===== src/rtl/core/ctc_pkg.sv =====
// Package for the cook timer countdown block.
// Shared types and constants; no dependencies.
`timescale 1ns / 1ps

package ctc_pkg;

  localparam int unsigned CfgIdxW  = 2;
  localparam int unsigned CfgDataW = 16;
  localparam int unsigned MsW      = 16;
  localparam int unsigned DigitW   = 4;
  localparam int unsigned SecW     = 6;

  // Configuration register indexes
  localparam logic [CfgIdxW-1:0] RegRepeatInterval = 2'd0;
  localparam logic [CfgIdxW-1:0] RegSecondLength   = 2'd1;

  localparam logic [MsW-1:0] RepeatIntervalRst = 16'd100;
  localparam logic [MsW-1:0] SecondLengthRst   = 16'd1000;
  localparam logic [MsW-1:0] MsMax             = 16'hFFFF;

  localparam logic [DigitW:0] DigitLimit = 5'd10;
  localparam logic [DigitW-1:0] DigitMax = 4'd9;
  localparam logic [SecW:0] SecLimit     = 7'd60;
  localparam logic [SecW:0] SecStep      = 7'd10;
  localparam logic [SecW-1:0] SecMax     = 6'd59;

  typedef struct packed {
    logic [MsW-1:0] repeat_interval_ms;
    logic [MsW-1:0] second_length_ms;
  } cfg_t;

  typedef struct packed {
    logic start_pressed;
    logic stop_pressed;
    logic ten_min_pressed;
    logic min_pressed;
    logic ten_sec_pressed;
  } tick_t;

  // Input stage contents handed to the timer core
  typedef struct packed {
    logic  valid;
    tick_t tick;
  } stage_t;

endpackage


===== src/rtl/core/ctc_if.sv =====
// Channel interfaces for the cook timer countdown block.
// No dependencies.
`timescale 1ns / 1ps

interface ctc_tick_if;
  logic valid;
  logic ready;
  logic start_pressed;
  logic stop_pressed;
  logic ten_min_pressed;
  logic min_pressed;
  logic ten_sec_pressed;

  modport source (output valid, start_pressed, stop_pressed, ten_min_pressed,
                  min_pressed, ten_sec_pressed, input ready);
  modport sink (input valid, start_pressed, stop_pressed, ten_min_pressed,
                min_pressed, ten_sec_pressed, output ready);
endinterface

interface ctc_result_if;
  logic       valid;
  logic       ready;
  logic       running;
  logic [3:0] tens_of_minutes;
  logic [3:0] minutes_digit;
  logic [5:0] seconds_value;

  modport source (output valid, running, tens_of_minutes, minutes_digit, seconds_value,
                  input ready);
  modport sink (input valid, running, tens_of_minutes, minutes_digit, seconds_value,
                output ready);
endinterface

interface ctc_cfg_if;
  logic        valid;
  logic        ready;
  logic [1:0]  index;
  logic [15:0] data;

  modport source (output valid, index, data, input ready);
  modport sink (input valid, index, data, output ready);
endinterface


===== src/rtl/core/ctc_cfg_regs.sv =====
// Configuration registers of the cook timer countdown block.
// Depends on ctc_pkg and ctc_cfg_if.
`timescale 1ns / 1ps

module ctc_cfg_regs import ctc_pkg::*; (
  input  logic       clk_i,
  input  logic       rst_ni,
  ctc_cfg_if.sink    cfg_i,
  output cfg_t       cfg_o
);

  logic [MsW-1:0] repeat_q, repeat_d;
  logic [MsW-1:0] second_q, second_d;

  assign cfg_i.ready = 1'b1;

  always_comb begin
    repeat_d = repeat_q;
    second_d = second_q;
    if (cfg_i.valid) begin
      case (cfg_i.index)
        RegRepeatInterval: repeat_d = cfg_i.data;
        RegSecondLength:   second_d = cfg_i.data;
        default: ;
      endcase
    end
  end

  always_ff @(posedge clk_i or negedge rst_ni) begin
    if (!rst_ni) begin
      repeat_q <= RepeatIntervalRst;
      second_q <= SecondLengthRst;
    end else begin
      repeat_q <= repeat_d;
      second_q <= second_d;
    end
  end

  assign cfg_o.repeat_interval_ms = repeat_q;
  assign cfg_o.second_length_ms   = second_q;

endmodule


===== src/rtl/core/ctc_in_reg.sv =====
// Input register stage of the cook timer countdown block.
// Depends on ctc_pkg and ctc_tick_if.
`timescale 1ns / 1ps

module ctc_in_reg import ctc_pkg::*; (
  input  logic     clk_i,
  input  logic     rst_ni,
  ctc_tick_if.sink tick_i,
  input  logic     advance_i,   // core takes the stage this cycle
  output stage_t   stage_o
);

  logic  valid_q, valid_d;
  tick_t tick_q;
  logic  load;

  assign tick_i.ready = !valid_q || advance_i;
  assign load         = tick_i.valid && tick_i.ready;

  always_comb begin
    valid_d = valid_q;
    if (load) begin
      valid_d = 1'b1;
    end else if (advance_i) begin
      valid_d = 1'b0;
    end
  end

  always_ff @(posedge clk_i or negedge rst_ni) begin
    if (!rst_ni) begin
      valid_q <= 1'b0;
    end else begin
      valid_q <= valid_d;
    end
  end

  always_ff @(posedge clk_i) begin
    if (load) begin
      tick_q.start_pressed   <= tick_i.start_pressed;
      tick_q.stop_pressed    <= tick_i.stop_pressed;
      tick_q.ten_min_pressed <= tick_i.ten_min_pressed;
      tick_q.min_pressed     <= tick_i.min_pressed;
      tick_q.ten_sec_pressed <= tick_i.ten_sec_pressed;
    end
  end

  assign stage_o.valid = valid_q;
  assign stage_o.tick  = tick_q;

endmodule


===== src/rtl/core/ctc_timer_core.sv =====
// Timer state, per-tick update logic and result register.
// Depends on ctc_pkg and ctc_result_if.
`timescale 1ns / 1ps

module ctc_timer_core import ctc_pkg::*; (
  input  logic        clk_i,
  input  logic        rst_ni,
  input  cfg_t        cfg_i,
  input  stage_t      stage_i,
  output logic        advance_o,
  ctc_result_if.source result_o
);

  logic              run_q, run_d;
  logic [DigitW-1:0] tens_q, tens_d;
  logic [DigitW-1:0] min_q, min_d;
  logic [SecW-1:0]   sec_q, sec_d;
  logic [MsW-1:0]    el_q, el_d;
  logic              out_valid_q, out_valid_d;

  logic [MsW-1:0]    el_inc;
  logic [DigitW:0]   tens_bump, min_bump;
  logic [SecW:0]     sec_bump;
  logic              any_set;
  logic              time_zero;

  assign advance_o = stage_i.valid && (!out_valid_q || result_o.ready);

  always_comb begin
    el_inc    = (el_q != MsMax) ? el_q + 1'b1 : el_q;
    any_set   = stage_i.tick.ten_min_pressed || stage_i.tick.min_pressed ||
                stage_i.tick.ten_sec_pressed;

    run_d  = run_q;
    tens_d = tens_q;
    min_d  = min_q;
    sec_d  = sec_q;
    el_d   = el_inc;

    if (stage_i.tick.start_pressed) begin
      run_d = 1'b1;
    end else if (stage_i.tick.stop_pressed) begin
      run_d  = 1'b0;
      tens_d = '0;
      min_d  = '0;
      sec_d  = '0;
    end

    // time as left by a stop press
    time_zero = (tens_d == '0) && (min_d == '0) && (sec_d == '0);

    // set buttons act on the time as left by a stop press
    tens_bump = {1'b0, tens_d} + 1'b1;
    min_bump  = {1'b0, min_d} + 1'b1;
    sec_bump  = {1'b0, sec_d} + SecStep;

    if (!run_q) begin
      if (any_set && (el_inc >= cfg_i.repeat_interval_ms)) begin
        el_d = '0;
        if (stage_i.tick.ten_min_pressed) begin
          tens_d = (tens_bump >= DigitLimit) ? '0 : tens_bump[DigitW-1:0];
        end else if (stage_i.tick.min_pressed) begin
          min_d = (min_bump >= DigitLimit) ? '0 : min_bump[DigitW-1:0];
        end else begin
          sec_d = (sec_bump >= SecLimit) ? '0 : sec_bump[SecW-1:0];
        end
      end
    end else begin
      if (time_zero) begin
        run_d = 1'b0;
      end else if (el_inc >= cfg_i.second_length_ms) begin
        el_d = '0;
        if (sec_q != '0) begin
          sec_d = sec_q - 1'b1;
        end else begin
          sec_d = SecMax;
          if (min_q != '0) begin
            min_d = min_q - 1'b1;
          end else begin
            min_d  = DigitMax;
            tens_d = tens_q - 1'b1;
          end
        end
      end
    end

    out_valid_d = out_valid_q;
    if (advance_o) begin
      out_valid_d = 1'b1;
    end else if (result_o.ready) begin
      out_valid_d = 1'b0;
    end
  end

  always_ff @(posedge clk_i or negedge rst_ni) begin
    if (!rst_ni) begin
      run_q       <= 1'b0;
      tens_q      <= '0;
      min_q       <= '0;
      sec_q       <= '0;
      el_q        <= '0;
      out_valid_q <= 1'b0;
    end else begin
      out_valid_q <= out_valid_d;
      if (advance_o) begin
        run_q  <= run_d;
        tens_q <= tens_d;
        min_q  <= min_d;
        sec_q  <= sec_d;
        el_q   <= el_d;
      end
    end
  end

  // state registers double as the result register
  assign result_o.valid           = out_valid_q;
  assign result_o.running         = run_q;
  assign result_o.tens_of_minutes = tens_q;
  assign result_o.minutes_digit   = min_q;
  assign result_o.seconds_value   = sec_q;

  a_state_held_on_stall: assert property (@(posedge clk_i) disable iff (!rst_ni)
    out_valid_q && !result_o.ready |=> $stable(run_q) && $stable(tens_q) &&
                                       $stable(min_q) && $stable(sec_q) && $stable(el_q))
    else $error("timer state changed while result stalled");

  a_digits_in_range: assert property (@(posedge clk_i) disable iff (!rst_ni)
    (tens_q <= DigitMax) && (min_q <= DigitMax) && (sec_q <= SecMax))
    else $error("time digit out of range");

  a_zero_time_stops: assert property (@(posedge clk_i) disable iff (!rst_ni)
    advance_o && run_q && (tens_q == '0) && (min_q == '0) && (sec_q == '0)
    |=> !run_q)
    else $error("running with zero time did not stop");

  a_result_after_tick: assert property (@(posedge clk_i) disable iff (!rst_ni)
    advance_o |=> out_valid_q)
    else $error("tick consumed without a result");

endmodule


===== src/rtl/core/cook_timer_countdown.sv =====
// Top level of the cook timer countdown block.
// Depends on ctc_pkg, the ctc interfaces, ctc_cfg_regs, ctc_in_reg, ctc_timer_core.
`timescale 1ns / 1ps

// Microwave-style cook timer. Each transaction on tick_i is one millisecond
// tick carrying the five button levels; each tick yields exactly one
// transaction on result_o with the run flag and the time after that tick.
// cfg_i writes the repeat interval (index 0) and the second length (index 1);
// it is always ready and should be used only while no tick is in flight.
// A tick passes through two register stages: the input register, then the
// state/result register.
// Throughput: one tick per cycle while result_o does not stall; the update is
// one compare/increment pass over the state registers.
// Reset clears the run flag, the time and the millisecond counter and loads
// the configuration reset values (100 ms repeat, 1000 ms second). No clearing
// pass is needed; ticks are taken as soon as reset is released.
// When result_o stalls, the state holds; the input register still takes one
// more tick, after which tick_i.ready drops until the result is taken.

module cook_timer_countdown import ctc_pkg::*; (
  input  logic          clk_i,
  input  logic          rst_ni,
  ctc_cfg_if.sink       cfg_i,
  ctc_tick_if.sink      tick_i,
  ctc_result_if.source  result_o
);

  cfg_t   cfg;
  stage_t stage;
  logic   advance;

  ctc_cfg_regs u_cfg_regs (
    .clk_i  (clk_i),
    .rst_ni (rst_ni),
    .cfg_i  (cfg_i),
    .cfg_o  (cfg)
  );

  ctc_in_reg u_in_reg (
    .clk_i     (clk_i),
    .rst_ni    (rst_ni),
    .tick_i    (tick_i),
    .advance_i (advance),
    .stage_o   (stage)
  );

  ctc_timer_core u_timer_core (
    .clk_i     (clk_i),
    .rst_ni    (rst_ni),
    .cfg_i     (cfg),
    .stage_i   (stage),
    .advance_o (advance),
    .result_o  (result_o)
  );

endmodule

===== src/flat_wrapper.sv =====
// flat-port wrapper written by rule: the top's interface ports become plain ports
module cook_timer_countdown_flat import ctc_pkg::*;
  (clk_i, rst_ni, cfg_i_valid, cfg_i_index, cfg_i_data, cfg_i_ready, tick_i_valid, tick_i_start_pressed, tick_i_stop_pressed, tick_i_ten_min_pressed, tick_i_min_pressed, tick_i_ten_sec_pressed, tick_i_ready, result_o_valid, result_o_running, result_o_tens_of_minutes, result_o_minutes_digit, result_o_seconds_value, result_o_ready);
  ctc_cfg_if cfg_i_i ();
  ctc_tick_if tick_i_i ();
  ctc_result_if result_o_i ();
  input  logic clk_i;
  input  logic rst_ni;
  input wire logic [$bits(cfg_i_i.valid)-1:0] cfg_i_valid;
  input wire logic [$bits(cfg_i_i.index)-1:0] cfg_i_index;
  input wire logic [$bits(cfg_i_i.data)-1:0] cfg_i_data;
  output wire logic [$bits(cfg_i_i.ready)-1:0] cfg_i_ready;
  input wire logic [$bits(tick_i_i.valid)-1:0] tick_i_valid;
  input wire logic [$bits(tick_i_i.start_pressed)-1:0] tick_i_start_pressed;
  input wire logic [$bits(tick_i_i.stop_pressed)-1:0] tick_i_stop_pressed;
  input wire logic [$bits(tick_i_i.ten_min_pressed)-1:0] tick_i_ten_min_pressed;
  input wire logic [$bits(tick_i_i.min_pressed)-1:0] tick_i_min_pressed;
  input wire logic [$bits(tick_i_i.ten_sec_pressed)-1:0] tick_i_ten_sec_pressed;
  output wire logic [$bits(tick_i_i.ready)-1:0] tick_i_ready;
  output wire logic [$bits(result_o_i.valid)-1:0] result_o_valid;
  output wire logic [$bits(result_o_i.running)-1:0] result_o_running;
  output wire logic [$bits(result_o_i.tens_of_minutes)-1:0] result_o_tens_of_minutes;
  output wire logic [$bits(result_o_i.minutes_digit)-1:0] result_o_minutes_digit;
  output wire logic [$bits(result_o_i.seconds_value)-1:0] result_o_seconds_value;
  input wire logic [$bits(result_o_i.ready)-1:0] result_o_ready;
  assign cfg_i_i.valid = cfg_i_valid;
  assign cfg_i_i.index = cfg_i_index;
  assign cfg_i_i.data = cfg_i_data;
  assign cfg_i_ready = cfg_i_i.ready;
  assign tick_i_i.valid = tick_i_valid;
  assign tick_i_i.start_pressed = tick_i_start_pressed;
  assign tick_i_i.stop_pressed = tick_i_stop_pressed;
  assign tick_i_i.ten_min_pressed = tick_i_ten_min_pressed;
  assign tick_i_i.min_pressed = tick_i_min_pressed;
  assign tick_i_i.ten_sec_pressed = tick_i_ten_sec_pressed;
  assign tick_i_ready = tick_i_i.ready;
  assign result_o_valid = result_o_i.valid;
  assign result_o_running = result_o_i.running;
  assign result_o_tens_of_minutes = result_o_i.tens_of_minutes;
  assign result_o_minutes_digit = result_o_i.minutes_digit;
  assign result_o_seconds_value = result_o_i.seconds_value;
  assign result_o_i.ready = result_o_ready;
  cook_timer_countdown u_core (.clk_i(clk_i), .rst_ni(rst_ni), .cfg_i(cfg_i_i), .tick_i(tick_i_i), .result_o(result_o_i));
endmodule

===== config.mk =====
export PLATFORM = sky130hd
export DESIGN_NAME = cook_timer_countdown_flat
export DESIGN_NICKNAME = d
export VERILOG_FILES = /design/src/rtl/core/ctc_pkg.sv /design/src/rtl/core/ctc_if.sv /design/src/rtl/core/ctc_cfg_regs.sv /design/src/rtl/core/ctc_in_reg.sv /design/src/rtl/core/ctc_timer_core.sv /design/src/rtl/core/cook_timer_countdown.sv /design/src/flat_wrapper.sv
export SDC_FILE = /design/constraint.sdc
export NUM_CORES = 1
export LEC_CHECK = 0
export BUFFER_PORTS_ARGS = -buffer_cell sky130_fd_sc_hd__clkbuf_2
export CAP_MARGIN = 20
export CORE_MARGIN = 1
export CORE_UTILIZATION = 30
export CTS_CLUSTER_SIZE = 30
export DETAILED_ROUTE_END_ITERATION = 8
export HOLD_SLACK_MARGIN = 0.08
export MAX_ROUTING_LAYER = met4
export SLEW_MARGIN = 5
export SYNTH_ARGS = -nofsm -noshare
export SYNTH_HDL_FRONTEND = slang
export SYNTH_SLANG_ARGS = --single-unit

===== constraint.sdc =====
create_clock -name clk_i -period 4.4 [get_ports clk_i]
set_input_delay 0.88 -clock clk_i [delete_from_list [all_inputs] [get_ports clk_i]]
set_output_delay 0.88 -clock clk_i [all_outputs]
set_load 0.02 [all_outputs]

==> out/metrics.yaml, run 1 <==
status:
  outcome: "finished, final reports clean"
setup_path:
  regToRegSetupSlack_ns: 0.39
  crit_required_ns: 4.61
  critPathMaxStageDelay_ns: 0.57
  path_class: "reg -> reg"
  start_kind: "flop"
  reg2regPathDepth: 15
  cp.arrival_ns: 4.22
  cpMaxStageDelayCell: "a221oi_1"
  crit_fanout: 8
  end_kind: "flop"
  r2r_end: "u_core.u_timer_core.result_o.seconds_value[1]"
  path_cells: "and3_1 -> nand4_1 -> or3b_1 -> nand2b_1 -> o21ai_0 -> nand2_1 -> ha_1 -> a21oi_1 -> o21ai_0 -> a221oi_1 -> a21oi_1 -> buf_4 -> and3_1 -> o21ai_0 -> o311ai_0"
  timing.rr.start: "u_core.u_timer_core.el_q[2]"
  timing.critical_path.mode_cell: "o21ai_0"
run:
  cap_violations: 0
cells_and_area:
  post-route-util_pct: 35.6
  nNetsFinal: 699
  syn_to_final_growth_pct: 15.7
  drive_gt1_share_pct: 19.4
  multiInputGateArea_um2: 3000
  seq_area_um2: 1790
  diodes: 0
  n_fill_cell: 1735
synthesis:
  synth_xor_area_share_pct: 2.75
  synthAdderAreaFrac_pct: 10.3
  syn_nets: 658
  synth_enable_flop_cells: 5
  synth_mux_area_share_pct: 4.98
  yosys.area.top_type: "dfrtp_1"
  synth_compound_area_share_pct: 20.2
  yosysWarnings: 0
  synth_area_leaders: "dfrtp_1 27%, ha_1 10%, nand2_1 5.6%"
  yosys.area_share.simple_pct: 20.2
  async_reset_ff_share_pct: 92.9
  synth_flop_cell: "dfrtp_1"
  synth-seq-cells: 70
  ys_types: 74
  seq_area_frac_synth_pct: 35.1
  syn_avg_cell_area_um2: 8.67
  synth_top_area_share_pct: 27.5
  synth_top_family_by_area: "compound AO/OA/AOI/OAI gates"
  synth_area_um2: 5100
  postSynthCellCount: 588
die:
  core_um2: 16600
  dieArea_um2: 17500
  die_h_um: 132
  initial_utilization_pct: 30.7
  rows: 47
  io-pin-count: 46
  die_x_um: 132
drt:
  vias: 4452
  routed_wl_um: 12900
  ant_nets: 0
  drtPass1Iterations: 5
  initialDrtViolationCount: 423
  wl_per_cell_um: 15.1
  viasPerCell: 5.21
  remaining_drc_errors: 0
power:
  total_power_uw: 2770
  p_per_area_nw_per_um2: 469
  cellLeakagePower_uw: 0.00266
  vdd_drop_max_uv: 206
grt:
  grt_pass1_vias: 4256
  track_usage_pct: 16.0
  grt_overflow: 0
  grt_first_pass_wirelength_um: 21800
  antenna_found_initial: 0
  grt_max_degree: 44
placed_design:
  place_hpwl_um: 9470
  pre_cts_ws_ns: 0.344
  gp_congestion: 0.854
  io_buffers: 44
timing:
  clock.fmax_mhz: 249
  finalCriticalPeriod_ns: 4.01
  fin_crit_sh_pct: 91.2
  timing.final.ws_setup_ns: 0.387
  fin_skew_ns: 0.00928
  hold_violations: 0
  relSlewSlack_pct: 40.0
  tightestPinTransition_ns: 0.897
  finalSetupViolCount: 0
  drv_slew: 0
clock_network:
  cts.clk_slew.worst_paths_ns: 0.06
  cts_root_buf: "clkbuf_16"
  cts_buffer_depth: 2
  cts_sinks: 70
  insertion_delay_ns: 0.35
  cts_max_level: 3
  cts_buffers: 9
  cts_tree: "built"
  cts.hold.buffers_added: 0
worst_hold_path:
  min_path_type: "in -> async"
[critical path, delay by kind of cell, from the launching register on]
family                   cells  cell delay [ns]
buffers and inverters        1             0.19
AND/OR/NAND/NOR              6             1.45
flip-flops                   1             0.45
adder cells (fa/ha/maj)      1             0.26
AO/OA/AOI/OAI                7             1.51
[cell type report]
| type | instances | area share (%) |
|---|---|---|
| Sequential cell | 70 | 30.3 |
| Clock buffer | 11 | 4.48 |
| Timing Repair Buffer | 58 | 5.86 |
| Inverter | 50 | 3.18 |
| Tap cell | 220 | 4.67 |
| Multi-Input combinational cell | 440 | 50.8 |
| Clock inverter | 5 | 0.658 |
[cells in the mapped netlist (all sizes together), types with 2 or more instances]
master	count
nand3	17
a21boi	3
ha	42
clkbuf	23
or3b	3
mux2	19
nor2b	6
xor2	4
and2	5
o221ai	2
nor3	13
inv	50
edfxtp	5
a211o	2
nand2b	8
dfrtp	56
o2111ai	4
nand3b	2
or4	4
buf	5
mux2i	4
a211oi	6
a31oi	7
dfstp	9
o21a	6
nand2	76
and3	10
nand4	13
a21o	5
o311ai	4
o211ai	9
xnor2	12
nor4	5
o21ai	51
a21oi	28
o31ai	8
nor2	31
o22ai	3
or3	5
[cells by family (layout without fill, tap and decap cells)]
| logic type | count (synthesis) | in the layout |
|---|---|---|
| DFF | 70 | 70 |
| and+or+nand+nor | 204 | 204 |
| xor gates and xnor gates | 16 | 16 |
| other | 1 | 1 |
| AOI/OAI and AO/OA | 154 | 154 |
| muxes | 23 | 23 |
| adders and majority gates | 42 | 42 |
| buffers and inverters | 78 | 124 |
[worst max path at each step]
stage | startpoint | to | slack [ns] | depth (start not counted)
after floorplan | u_core.u_timer_core.el_q[2] | u_core.u_timer_core.el_q[4] | 0.53 | 17
after global placement | u_core.u_timer_core.el_q[2] | u_core.u_timer_core.result_o.minutes_digit[3] | 0.35 | 15
after detailed placement | u_core.u_timer_core.el_q[2] | u_core.u_timer_core.el_q[5] | 0.34 | 16
after CTS | u_core.u_timer_core.el_q[2] | u_core.u_timer_core.el_q[5] | 0.31 | 16
after global routing | u_core.u_timer_core.el_q[2] | u_core.u_timer_core.result_o.minutes_digit[0] | -0.01 | 14
final | u_core.u_timer_core.el_q[2] | u_core.u_timer_core.result_o.seconds_value[1] | 0.39 | 15
[registers in the layout, summed over array words and instances, names as in the netlist]
name                                          count
u_core.u_cfg_regs.repeat_q                       16
u_core.u_cfg_regs.second_q                       16
u_core.u_in_reg.stage_o                           5
u_core.u_in_reg.valid_q                           1
u_core.u_timer_core.el_q                         16
u_core.u_timer_core.result_o.minutes_digit        4
u_core.u_timer_core.result_o.running              1
u_core.u_timer_core.result_o.seconds_value        6
u_core.u_timer_core.result_o.tens_of_minutes      4
u_core.u_timer_core.result_o.valid                1
[cell usage in the layout, fill, tap and decap left out, drive strengths merged, types with 7 or more instances in the layout]
master / instances
nand2: 76
dfrtp: 56
clkbuf: 54
inv: 52
o21ai: 51
ha: 42
nor2: 31
a21oi: 28
mux2: 19
nand3: 17
buf: 15
nand4: 13
nor3: 13
xnor2: 12
and3: 10
dfstp: 9
o211ai: 9
nand2b: 8
o31ai: 8
a31oi: 7
[report_power, final]
part / switching [µW] / leakage (µW) / internal (µW)
registers: 178 / 0.000832 / 790
clock network: 310 / 0.000148 / 436
logic: 621 / 0.00168 / 433
[through the flow]
step	cells	area [µm²]	TNS [ns]	hold WS [ns]
global placement	837	5560	0	0.488
floorplan	588	5100	0	0.471
finish	854	5900	0	0.507
detailed placement	837	5560	0	0.496
global route	854	5900	-0.0228	0.519
CTS	853	5860	0	0.511
[repair_timing]
action / in CTS / in global routing
endpoints found under the hold margin: 0 / 0
gates resized for setup: 0 / 2
endpoints found under the setup margin: 0 / 12
buffers inserted: 0 / 0
[per-layer routing]
metal | track usage, % | share of wire (%) | up-vias
met3 | 1.96 | 3.6 | 21
met2 | 23.5 | 45 | 115
met1 | 22.2 | 49 | 2117
li1 | - | - | 2199
met5 | - | 0 | -
met4 | 6.77 | 2.1 | 0
(Power assumes the default switching activity.)
==> inputs of run 2 (changes only) <==
ABC_AREA = 1   (was default)
CAP_MARGIN = 10   (was 20)
==> run 2 against run 1 <==
First-iteration DRC count is 20% lower. Sequential power is 5% higher. Count of clock-buffer cells in the layout stayed put. Global-route usage hardly changed. Non-clock buffer count is 9 lower. Total power is 25% higher. Via count is 11% higher. Synthesized cell count is 34% higher. Final area is 3.7% higher. Largest cell class unchanged.
==> out/metrics.yaml, run 2 <==
status:
  outcome: "finished, final reports clean"
cells_and_area:
  post-route-util_pct: 35.0
  seq_area_um2: 1790
  layout_common_cells: "248 x nand2_1, 117 x inv_1, 56 x dfrtp_1, 55 x nand3_1, 50 x nor2_1"
  diodes: 0
  n_fill_cell: 1880
  reg_top3: "u_core.u_cfg_regs.repeat_q x16, u_core.u_cfg_regs.second_q x16, u_core.u_timer_core.el_q x16"
  drive_gt1_share_pct: 13.8
  nNetsFinal: 890
  final_common_cell: "nand2_1"
  syn_to_final_growth_pct: 12.4
  multiInputGateArea_um2: 3040
placed_design:
  place_hpwl_um: 10100
  pre_cts_ws_ns: 0.810
  io_buffers: 44
  gp_congestion: 0.871
worst_hold_path:
  min_path_type: "reg -> reg"
setup_path:
  cp.arrival_ns: 3.83
  regToRegSetupSlack_ns: 0.81
  crit_fanout: 16
  crit_required_ns: 4.64
  end_kind: "flop"
  path_class: "reg -> reg"
  start_kind: "flop"
grt:
  antenna_found_initial: 0
  grt_first_pass_wirelength_um: 22500
  grt_max_degree: 35
  track_usage_pct: 16.1
  grt_pass1_vias: 4525
  grt_overflow: 0
synthesis:
  synth_mux_area_share_pct: 0
  synth-seq-cells: 70
  synth_top_family_by_area: "simple AND/OR/NAND/NOR gates"
  synth_compound_area_share_pct: 11.2
  ys_types: 42
  syn_nets: 855
  synth_area_leaders: "dfrtp_1 26%, nand2_1 17%, ha_1 9.7%"
  yosys.area_share.simple_pct: 32.6
  syn_avg_cell_area_um2: 6.93
  async_reset_ff_share_pct: 92.9
  yosys-top-cells-count: "248 x nand2_1, 117 x inv_1, 56 x dfrtp_1, 55 x nand3_1, 50 x nor2_1"
  synth_enable_flop_cells: 5
  synth_top_area_share_pct: 25.8
  yosys.area.top_type: "dfrtp_1"
  yosysWarnings: 0
  yosysMostFrequentCell: "nand2_1"
  postSynthCellCount: 785
  synthAdderAreaFrac_pct: 9.66
  seq_area_frac_synth_pct: 32.9
  synth_flop_cell: "dfrtp_1"
  synth_area_um2: 5440
  synth_xor_area_share_pct: 2.42
die:
  dieArea_um2: 18700
  die_x_um: 137
  core_um2: 17500
  initial_utilization_pct: 31.1
  rows: 48
  die_h_um: 137
  io-pin-count: 46
clock_network:
  insertion_delay_ns: 0.35
  post_cts_buffers: 0
  cts_max_level: 3
  cts_sinks: 70
  cts_buffers: 9
  cts_tree: "built"
  cts.hold.buffers_added: 0
  cts_root_buf: "clkbuf_16"
  post_cts_resized: 0
  cts.clk_slew.worst_paths_ns: 0.06
  cts_buffer_depth: 2
timing:
  rsz0062_at_grt: "no"
  finalSetupViolCount: 0
  fin_skew_ns: 0.0116
  timing.final.ws_setup_ns: 0.808
  finalCriticalPeriod_ns: 3.59
  drv_slew: 0
  fin_crit_sh_pct: 81.6
  timing.setup.tns_ns: 0
  tightestPinTransition_ns: 1.05
  hold_ws_ns: 0.481
  relSlewSlack_pct: 29.8
  clock.fmax_mhz: 278
  hold_violations: 0
drt:
  ant_nets: 0
  routed_wl_um: 13400
  vias: 4959
  viasPerCell: 4.72
  remaining_drc_errors: 0
  drtPass1Iterations: 7
  initialDrtViolationCount: 337
  wl_per_cell_um: 12.7
power:
  p_per_area_nw_per_um2: 567
  total_power_uw: 3470
  cellLeakagePower_uw: 0.00325
  vdd_drop_max_uv: 220
run:
  cap_violations: 0
-- run 2: cell count changes after synthesis, sizes merged, moves of 9 or more --
cell	delta
xor2	+9
inv	+75
nor2	+26
nand2	+182
o22ai	+9
nand3	+40
clkbuf	-13
xnor2	-10
mux2	-19
buf	+10
and3	-10
-- run 2: kinds of logic after synthesis --
family                   count (synthesis)
AO/OA/AOI/OAI                           99
XOR/XNOR                                15
adder cells (fa/ha/maj)                 42
buffers and inverters                  150
flip-flops                              70
other                                    1
AND/OR/NAND/NOR                        408
-- run 2: cell type report --
| cell class | count | area share, % |
|---|---|---|
| Tap cell | 225 | 4.60 |
| Clock inverter | 5 | 0.573 |
| Timing Repair Buffer | 49 | 4.21 |
| Inverter | 125 | 7.67 |
| Clock buffer | 11 | 3.97 |
| Multi-Input combinational cell | 565 | 49.7 |
| Sequential cell | 70 | 29.2 |
-- run 2: path summary, 6_finish.rpt --
kind / startpoint / end / cells after the start
worst max-delay path: u_core.u_timer_core.el_q[0] / u_core.u_timer_core.el_q[15] / 21
worst min-delay path: u_core.u_cfg_regs.second_q[14] / u_core.u_cfg_regs.second_q[14] / 2
worst max register to register: u_core.u_timer_core.el_q[0] / u_core.u_timer_core.el_q[15] / 21
worst min register to register: u_core.u_cfg_regs.second_q[14] / u_core.u_cfg_regs.second_q[14] / 2
max in group asynchronous: rst_ni / u_core.u_cfg_regs.second_q[9] / 2
min in group asynchronous: rst_ni / u_core.u_cfg_regs.repeat_q[0] / 1
-- run 2: worst max-delay path: stages, from the launching register on --
cell	delay [ns]
dfrtp_1	0.41
ha_1	0.22
inv_1	0.10
nor3_1	0.25
nand2_1	0.17
nor2_4	0.16
nor2_1	0.06
a21oi_1	0.25
ha_1	0.21
inv_1	0.04
nand2_1	0.05
nand2_1	0.05
nand2_1	0.07
nand2_1	0.05
nand2_1	0.06
nand2_1	0.05
nand3_1	0.38
nand2_4	0.18
o21ai_4	0.52
inv_1	0.08
nand3_1	0.08
nand2_1	0.05
-- run 2: per-stage QoR --
| stage | instance area [µm²] | cells |
|---|---|---|
| floorplan | 5440 | 785 |
| global placement | 5840 | 1034 |
| detailed placement | 5840 | 1034 |
| CTS | 6120 | 1050 |
| global route | 6120 | 1050 |
| finish | 6120 | 1050 |
-- run 2: layer usage --
metal  vias up  track usage (%)  wire (µm)
li1       2581                -          -
met1      2234             22.1       6560
met2       127             23.4       5860
met3        17             2.44        656
met4         0             6.42        285
met5         -                -          0
-- run 2: report_power, final --
group	internal (µW)	switching (µW)
clock network	397	293
logic	620	1140
registers	817	203
total	1830	1630
